===== config.mk =====
export PLATFORM = sky130hd
export DESIGN_NAME = hill_block_matrix_encrypt_core
export DESIGN_NICKNAME = d
export VERILOG_FILES = /design/src/design/hbme_pkg.sv /design/src/design/hbme_front.sv /design/src/design/hbme_queue.sv /design/src/design/hbme_back.sv /design/src/design/hill_block_matrix_encrypt_core.sv
export SDC_FILE = /design/constraint.sdc
export NUM_CORES = 1
export LEC_CHECK = 0
export BUFFER_PORTS_ARGS = -buffer_cell sky130_fd_sc_hd__buf_2
export CORE_MARGIN = 4
export CORE_UTILIZATION = 25
export DETAILED_ROUTE_END_ITERATION = 10
export PLACE_DENSITY = 0.47
export SYNTH_ARGS = -nofsm -noshare
export SYNTH_HDL_FRONTEND = slang
export SYNTH_SLANG_ARGS = --single-unit

===== constraint.sdc =====
create_clock -name clk -period 26.7 [get_ports clk]
set_clock_uncertainty 0.1 [all_clocks]
set_input_delay 2.67 -clock clk [delete_from_list [all_inputs] [get_ports clk]]
set_output_delay 2.67 -clock clk [all_outputs]
set_load 0.1 [all_outputs]

===== src/design/hbme_pkg.sv =====
`timescale 1ns / 1ps

package hbme_pkg;

    localparam int unsigned LANES       = 4;
    localparam int unsigned SYM_W       = 8;
    localparam int unsigned DIM_W       = 3;
    localparam int unsigned KEY_ROW_W   = 32;
    localparam int unsigned VALUE_W     = 18;
    localparam int unsigned CFG_INDEX_W = 3;
    localparam int unsigned COL_W       = 2;

    // Register index map of the configuration port
    localparam logic [CFG_INDEX_W-1:0] REG_KEY_DIM  = 3'd0;
    localparam logic [CFG_INDEX_W-1:0] REG_KEY_ROW0 = 3'd1;
    localparam logic [CFG_INDEX_W-1:0] REG_KEY_ROW1 = 3'd2;
    localparam logic [CFG_INDEX_W-1:0] REG_KEY_ROW2 = 3'd3;
    localparam logic [CFG_INDEX_W-1:0] REG_KEY_ROW3 = 3'd4;

    typedef struct packed {
        logic [SYM_W-1:0] symbol;
        logic             message_end;
    } sym_item_t;

    typedef struct packed {
        logic [VALUE_W-1:0] cipher_value;
        logic               block_last;
        logic               message_last;
    } res_item_t;

    // One finished block, lanes past the block length already zeroed
    typedef struct packed {
        logic [LANES-1:0][SYM_W-1:0] sym;
        logic [DIM_W-1:0]            dim;
        logic                        msg_end;
    } blk_t;

    typedef logic [LANES-1:0][KEY_ROW_W-1:0] key_rows_t;

endpackage


===== src/design/hbme_front.sv =====
`timescale 1ns / 1ps

module hbme_front #(
    parameter int unsigned MAX_DIMENSION = 4
) (
    input  logic                     clk,
    input  logic                     rst_n,
    input  logic                     sym_valid,
    output logic                     sym_stall,
    input  hbme_pkg::sym_item_t      sym_data,
    input  logic [hbme_pkg::DIM_W-1:0] dim,
    input  logic                     q_full,
    output logic                     push,
    output hbme_pkg::blk_t           push_data
);
    import hbme_pkg::*;

    localparam int unsigned FILL_W = (MAX_DIMENSION > 1) ? $clog2(MAX_DIMENSION) : 1;

    logic [SYM_W-1:0]  buf_reg [MAX_DIMENSION];
    logic [FILL_W-1:0] fill_reg;
    logic [FILL_W-1:0] fill_next;
    logic [DIM_W-1:0]  held;
    logic              accept;
    logic              complete;

    assign sym_stall = q_full;
    assign accept    = sym_valid && !q_full;
    assign held      = DIM_W'(fill_reg) + DIM_W'(1);
    assign complete  = (held >= dim) || sym_data.message_end;
    assign push      = accept && complete;

    // Assemble the block: incoming symbol at the fill slot, zero past held or dim
    always_comb
    begin
        push_data.dim     = dim;
        push_data.msg_end = sym_data.message_end;
        for (int w = 0; w < LANES; w++)
        begin
            push_data.sym[w] = '0;
            if (w < MAX_DIMENSION && DIM_W'(w) < held && DIM_W'(w) < dim)
            begin
                if (FILL_W'(w) == fill_reg)
                    push_data.sym[w] = sym_data.symbol;
                else
                    push_data.sym[w] = buf_reg[w];
            end
        end
    end

    always_comb
    begin
        fill_next = fill_reg;
        if (accept)
        begin
            if (complete)
                fill_next = '0;
            else
                fill_next = held[FILL_W-1:0];
        end
    end

    always_ff @(posedge clk or negedge rst_n)
    begin
        if (!rst_n)
            fill_reg <= '0;
        else
            fill_reg <= fill_next;
    end

    always_ff @(posedge clk)
    begin
        if (accept)
            buf_reg[fill_reg] <= sym_data.symbol;
    end

endmodule


===== src/design/hbme_queue.sv =====
`timescale 1ns / 1ps

module hbme_queue (
    input  logic           clk,
    input  logic           rst_n,
    input  logic           push,
    input  hbme_pkg::blk_t push_data,
    output logic           full,
    input  logic           pop,
    output hbme_pkg::blk_t pop_data,
    output logic           empty
);
    import hbme_pkg::*;

    blk_t       mem_reg [2];
    logic       wr_ptr_reg;
    logic       wr_ptr_next;
    logic       rd_ptr_reg;
    logic       rd_ptr_next;
    logic [1:0] count_reg;
    logic [1:0] count_next;

    assign full     = (count_reg == 2'd2);
    assign empty    = (count_reg == 2'd0);
    assign pop_data = mem_reg[rd_ptr_reg];

    always_comb
    begin
        wr_ptr_next = push ? ~wr_ptr_reg : wr_ptr_reg;
        rd_ptr_next = pop ? ~rd_ptr_reg : rd_ptr_reg;
        count_next  = count_reg + 2'(push) - 2'(pop);
    end

    always_ff @(posedge clk or negedge rst_n)
    begin
        if (!rst_n)
        begin
            wr_ptr_reg <= 1'b0;
            rd_ptr_reg <= 1'b0;
            count_reg  <= 2'd0;
        end
        else
        begin
            wr_ptr_reg <= wr_ptr_next;
            rd_ptr_reg <= rd_ptr_next;
            count_reg  <= count_next;
        end
    end

    always_ff @(posedge clk)
    begin
        if (push)
            mem_reg[wr_ptr_reg] <= push_data;
    end

    a_no_overflow: assert property (@(posedge clk) disable iff (!rst_n)
        !(push && full))
        else $error("queue push while full");

    a_no_underflow: assert property (@(posedge clk) disable iff (!rst_n)
        !(pop && empty))
        else $error("queue pop while empty");

    a_count_bound: assert property (@(posedge clk) disable iff (!rst_n)
        count_reg != 2'd3)
        else $error("queue count out of range");

    a_ptr_track: assert property (@(posedge clk) disable iff (!rst_n)
        (count_reg == 2'd0 || count_reg == 2'd2) |-> (wr_ptr_reg == rd_ptr_reg))
        else $error("queue pointers disagree with count");

endmodule


===== src/design/hbme_back.sv =====
`timescale 1ns / 1ps

module hbme_back (
    input  logic                clk,
    input  logic                rst_n,
    input  hbme_pkg::key_rows_t key_rows,
    input  logic                q_empty,
    input  hbme_pkg::blk_t      q_data,
    output logic                pop,
    output logic                res_valid,
    input  logic                res_stall,
    output hbme_pkg::res_item_t res_data
);
    import hbme_pkg::*;

    blk_t             cur_reg;
    logic             cur_valid_reg;
    logic             cur_valid_next;
    logic [COL_W-1:0] col_reg;
    logic [COL_W-1:0] col_next;
    logic             res_valid_reg;
    logic             res_valid_next;
    res_item_t        res_data_reg;
    res_item_t        res_data_next;
    logic             out_open;
    logic             fire;
    logic             last_col;
    logic [VALUE_W-1:0] dot;

    assign out_open = !res_valid_reg || !res_stall;
    assign fire     = cur_valid_reg && out_open;
    assign last_col = (DIM_W'(col_reg) + DIM_W'(1)) == cur_reg.dim;
    assign pop      = !q_empty && (!cur_valid_reg || (fire && last_col));

    // Dot product of the block with key column col_reg
    always_comb
    begin
        dot = '0;
        for (int w = 0; w < LANES; w++)
            dot = dot + VALUE_W'((2*SYM_W)'(cur_reg.sym[w])
                                 * (2*SYM_W)'(key_rows[w][col_reg*SYM_W +: SYM_W]));
    end

    always_comb
    begin
        cur_valid_next = cur_valid_reg;
        col_next       = col_reg;
        if (fire)
        begin
            col_next = col_reg + COL_W'(1);
            if (last_col)
            begin
                cur_valid_next = 1'b0;
                col_next       = '0;
            end
        end
        if (pop)
            cur_valid_next = 1'b1;

        res_valid_next = res_valid_reg && res_stall;
        res_data_next  = res_data_reg;
        if (fire)
        begin
            res_valid_next             = 1'b1;
            res_data_next.cipher_value = dot;
            res_data_next.block_last   = last_col;
            res_data_next.message_last = last_col && cur_reg.msg_end;
        end
    end

    always_ff @(posedge clk or negedge rst_n)
    begin
        if (!rst_n)
        begin
            cur_valid_reg <= 1'b0;
            col_reg       <= '0;
            res_valid_reg <= 1'b0;
        end
        else
        begin
            cur_valid_reg <= cur_valid_next;
            col_reg       <= col_next;
            res_valid_reg <= res_valid_next;
        end
    end

    always_ff @(posedge clk)
    begin
        if (pop)
            cur_reg <= q_data;
        res_data_reg <= res_data_next;
    end

    assign res_valid = res_valid_reg;
    assign res_data  = res_data_reg;

    a_col_in_block: assert property (@(posedge clk) disable iff (!rst_n)
        cur_valid_reg |-> (DIM_W'(col_reg) < cur_reg.dim))
        else $error("column index past block dimension");

endmodule


===== src/design/hill_block_matrix_encrypt_core.sv =====
`timescale 1ns / 1ps
// A block closed by a symbol goes through the block queue and the back-end block register to the output.
// Throughput: one symbol per cycle while the queue is not full; each block yields one result per
//   key column of the key dimension, one per cycle from the back-end column datapath unless stalled.
// A 2-entry block queue between front and back absorbs output stalls.
// Reset (rst_n, async low): empties the queue and block fill, key dimension = 1, key rows = 0.
module hill_block_matrix_encrypt_core #(
    parameter int unsigned MAX_DIMENSION = 4
) (
    input  logic                                 clk,
    input  logic                                 rst_n,
    input  logic                                 sym_valid,
    output logic                                 sym_stall,
    input  hbme_pkg::sym_item_t                  sym_data,
    output logic                                 res_valid,
    input  logic                                 res_stall,
    output hbme_pkg::res_item_t                  res_data,
    input  logic                                 cfg_we,
    input  logic [hbme_pkg::CFG_INDEX_W-1:0]     cfg_index,
    input  logic [hbme_pkg::KEY_ROW_W-1:0]       cfg_data
);
    import hbme_pkg::*;

    // Block length limit: never above the lane count, never below one
    localparam int unsigned DIM_LIM_I = (MAX_DIMENSION > LANES) ? LANES :
                                        (MAX_DIMENSION < 1) ? 1 : MAX_DIMENSION;
    localparam logic [DIM_W-1:0] DIM_LIM = DIM_W'(DIM_LIM_I);

    logic [DIM_W-1:0] key_dim_reg;
    logic [DIM_W-1:0] key_dim_next;
    key_rows_t        key_rows_reg;
    key_rows_t        key_rows_next;
    logic [DIM_W-1:0] dim_eff;

    logic q_full;
    logic q_empty;
    logic push;
    logic pop;
    blk_t push_data;
    blk_t pop_data;

    // Configuration writes: unknown indexes drop silently
    always_comb
    begin
        key_dim_next  = key_dim_reg;
        key_rows_next = key_rows_reg;
        if (cfg_we)
        begin
            case (cfg_index)
                REG_KEY_DIM:  key_dim_next     = cfg_data[DIM_W-1:0];
                REG_KEY_ROW0: key_rows_next[0] = cfg_data;
                REG_KEY_ROW1: key_rows_next[1] = cfg_data;
                REG_KEY_ROW2: key_rows_next[2] = cfg_data;
                REG_KEY_ROW3: key_rows_next[3] = cfg_data;
                default:      key_dim_next     = key_dim_reg;
            endcase
        end
    end

    always_ff @(posedge clk or negedge rst_n)
    begin
        if (!rst_n)
        begin
            key_dim_reg  <= DIM_W'(1);
            key_rows_reg <= '0;
        end
        else
        begin
            key_dim_reg  <= key_dim_next;
            key_rows_reg <= key_rows_next;
        end
    end

    // Dimension zero acts as one; large values saturate at the limit
    always_comb
    begin
        if (key_dim_reg == '0)
            dim_eff = DIM_W'(1);
        else if (key_dim_reg > DIM_LIM)
            dim_eff = DIM_LIM;
        else
            dim_eff = key_dim_reg;
    end

    // Front: collect symbols, hand each closed block to the queue
    hbme_front #(
        .MAX_DIMENSION (DIM_LIM_I)
    ) u_front (
        .clk       (clk),
        .rst_n     (rst_n),
        .sym_valid (sym_valid),
        .sym_stall (sym_stall),
        .sym_data  (sym_data),
        .dim       (dim_eff),
        .q_full    (q_full),
        .push      (push),
        .push_data (push_data)
    );

    hbme_queue u_queue (
        .clk       (clk),
        .rst_n     (rst_n),
        .push      (push),
        .push_data (push_data),
        .full      (q_full),
        .pop       (pop),
        .pop_data  (pop_data),
        .empty     (q_empty)
    );

    // Back: one key column per cycle into the output register, unless the output stalls
    hbme_back u_back (
        .clk       (clk),
        .rst_n     (rst_n),
        .key_rows  (key_rows_reg),
        .q_empty   (q_empty),
        .q_data    (pop_data),
        .pop       (pop),
        .res_valid (res_valid),
        .res_stall (res_stall),
        .res_data  (res_data)
    );

endmodule


==> qor.csv <==
metric;value;unit
Seq/Total Area, Yosys;39.0;%
Crit. End Element;flip-flop;
slowest CP cell;mux4_2;
Critical Path RT;26.89;ns
CTS Sinks;301;
Synth-to-Final Area Change;13.0;%
Routed Antenna Nets;0;
final hold viol count;0;
CP Class;flip-flop to flip-flop;
#FFs+latches synth;301;
number of setup violations in the final report;0;
drt first-iter violations;522;
vias in the first global route;14000;
H-tree Lvls;2;
fmax;101;MHz
layout cell share with drive strength beyond 1;13.2;%
WL final;51200;um
GRT overflow;0;
Critical Path Source Type;flip-flop;
Top delay family on crit path;adder cells;
post-synthesis average cell area;12.5;um^2
run status;finished clean;
Placement Rows;106;
Die Ht;300;um
Slowest Stage Delay on Critical Path;0.68;ns
TritonCTS clock tree;built;
global-route wire length before repair;82400;um
WP buf/inv;7;
Total Neg Setup Slack;0;ns
DR DRC count;0;
largest net degree at the start of global routing;74;
max_cap viols;0;
Yosys Warn Count;0;
Synth cell types;60;
Tcrit/Tclk final;37.2;%
Starting Density;25.4;%
total CTS buffers;34;
DR pass1 iterations;7;
worst skew pair latency;0.54;ns
cts hold-fix bufs;0;
Final nets;2198;
commonest cells after routing, fill and taps aside;inv_1, fa_1, edfxtp_1;
crit path time final;9.92;ns
most common cell after layout, fill and taps aside;inv_1;
root buffer cell;clkbuf_16;
ys flop type;edfxtp_1;
Clock transition at path regs;0.06;ns
Slew HR;31.3;%
DP Wirelength;40600;um
via count;12500;
worst-margin pin slew;1.03;ns
Post-CTS Resized;0;
via/cell ratio;4.23;
Tightest Hold Check Type;flip-flop to flip-flop;
Boundary Pins;71;
number of synthesized flops with an enable pin;160;
CP max FO;30;
async set-reset flop share out of synthesis;46.8;%
syn_nets;2115;
Final Max Tran Viols;0;
Worst EP arrival;10.11;ns
RSZ-0062 raised after global routing;false;
initial antenna violation count;0;
Synth Cell Area;21300;um^2
Mapped Cells;1710;
number of flip-flops under the largest register name;128;
Port Buf Inserts;70;
Core Box Area;84100;um^2
GRT Total Usage;11.7;%
Die X-Extent;300;um
CTS max path bufs;3;
gpl congestion;0.834;
postcts setup bufs;0;
die area;90100;um^2
Worst path most repeated cell;fa_1;
Avg WL per Cell;17.3;um
## cells by family after synthesis
kind of cell               share of synthesized area [%]
DFF                                                 39.0
buffers and inverters                               6.10
adders and majority gates                           28.2
and+or+nand+nor                                     9.08
muxes                                               13.6
xor gates and xnor gates                            1.32
AOI/OAI and AO/OA                                   2.60
## cell usage after synthesis, types with 5 or more instances
library cell | count | area share [%]
buf_2 | 20 | 0.47
mux2_2 | 66 | 3.5
xnor2_1 | 17 | 0.70
fa_1 | 210 | 20
nand2_1 | 145 | 2.5
nor2b_1 | 12 | 0.35
o211ai_1 | 8 | 0.28
mux2_1 | 99 | 5.2
mux4_2 | 32 | 3.4
and2_1 | 147 | 4.3
o21ai_0 | 12 | 0.28
a21oi_1 | 17 | 0.40
nand3_1 | 8 | 0.19
edfxtp_1 | 160 | 23
dfrtp_1 | 140 | 16
xor2_1 | 12 | 0.49
inv_1 | 296 | 5.2
a21o_1 | 6 | 0.21
ha_1 | 146 | 8.6
and3_1 | 5 | 0.15
mux2i_1 | 33 | 1.5
nand2b_1 | 7 | 0.21
clkbuf_1 | 7 | 0.12
nor3_1 | 5 | 0.12
nor2_1 | 40 | 0.70
## metal layers
layer  part of all wire (%)  track usage [%]  up-vias
met3                    2.9             1.44       67
met4                    1.6             2.37        0
met2                     46             18.9      195
li1                       -                -     5789
met5                      0                0        -
met1                     50             16.8     6435
## worst reg2reg max path: cells and delay by family, from the launching register on
kind / cells / cell delay [ns]
AND/OR/NAND/NOR: 4 / 0.64
adder cells (fa/ha/maj): 12 / 5.45
AO/OA/AOI/OAI: 5 / 1.14
XOR/XNOR: 2 / 0.32
buffers and inverters: 7 / 0.85
multiplexers: 1 / 0.71
flip-flops: 1 / 0.45
## through the flow
stage | setup slack, ns | cell area (um^2) | hold slack [ns] | std cells | util [%]
after detailed placement | 16.79 | 23000 | 0.361 | 2891 | 27.4
after global routing | 16.29 | 24100 | 0.396 | 2951 | 28.7
after global placement | 16.89 | 23000 | 0.363 | 2891 | 27.4
after CTS | 16.77 | 24100 | 0.373 | 2951 | 28.7
after floorplan | 17.78 | 21300 | 0.337 | 1710 | -
final | 16.78 | 24100 | 0.367 | 2952 | 28.7
## worst paths after layout
| kind | startpoint | end | slack, ns | depth (start not counted) |
|---|---|---|---|---|
| max | u_back.col_reg[0]$_DFFE_PN0P_ | u_back.res_data[19]$_DFFE_PP_ | 16.78 | 31 |
| min | u_queue.count_reg[0]$_DFF_PN0_ | u_back.cur_valid_reg$_DFFE_PN0P_ | 0.37 | 2 |
| max reg2reg | u_back.col_reg[0]$_DFFE_PN0P_ | u_back.res_data[19]$_DFFE_PP_ | 16.78 | 31 |
| min reg2reg | u_queue.count_reg[0]$_DFF_PN0_ | u_back.cur_valid_reg$_DFFE_PN0P_ | 0.37 | 2 |
| max in group asynchronous | rst_n | key_rows_reg[118]$_DFFE_PN0P_ | 23.07 | 2 |
| min in group asynchronous | rst_n | key_rows_reg[64]$_DFFE_PN0P_ | 2.05 | 1 |
## layout make-up
cell class	count	area [um^2]
well taps	1134	1420
flip-flops and latches	301	8340
multi-input cells	1077	11700
diodes	1	2.50
fillers	8718	60000
clock buffers	45	902
inverters	298	1120
repair buffers	81	439
clock inverters	15	175
Power is not shown: default switching activity piles up to over one toggle a cycle in this logic, so the estimate is an artifact.
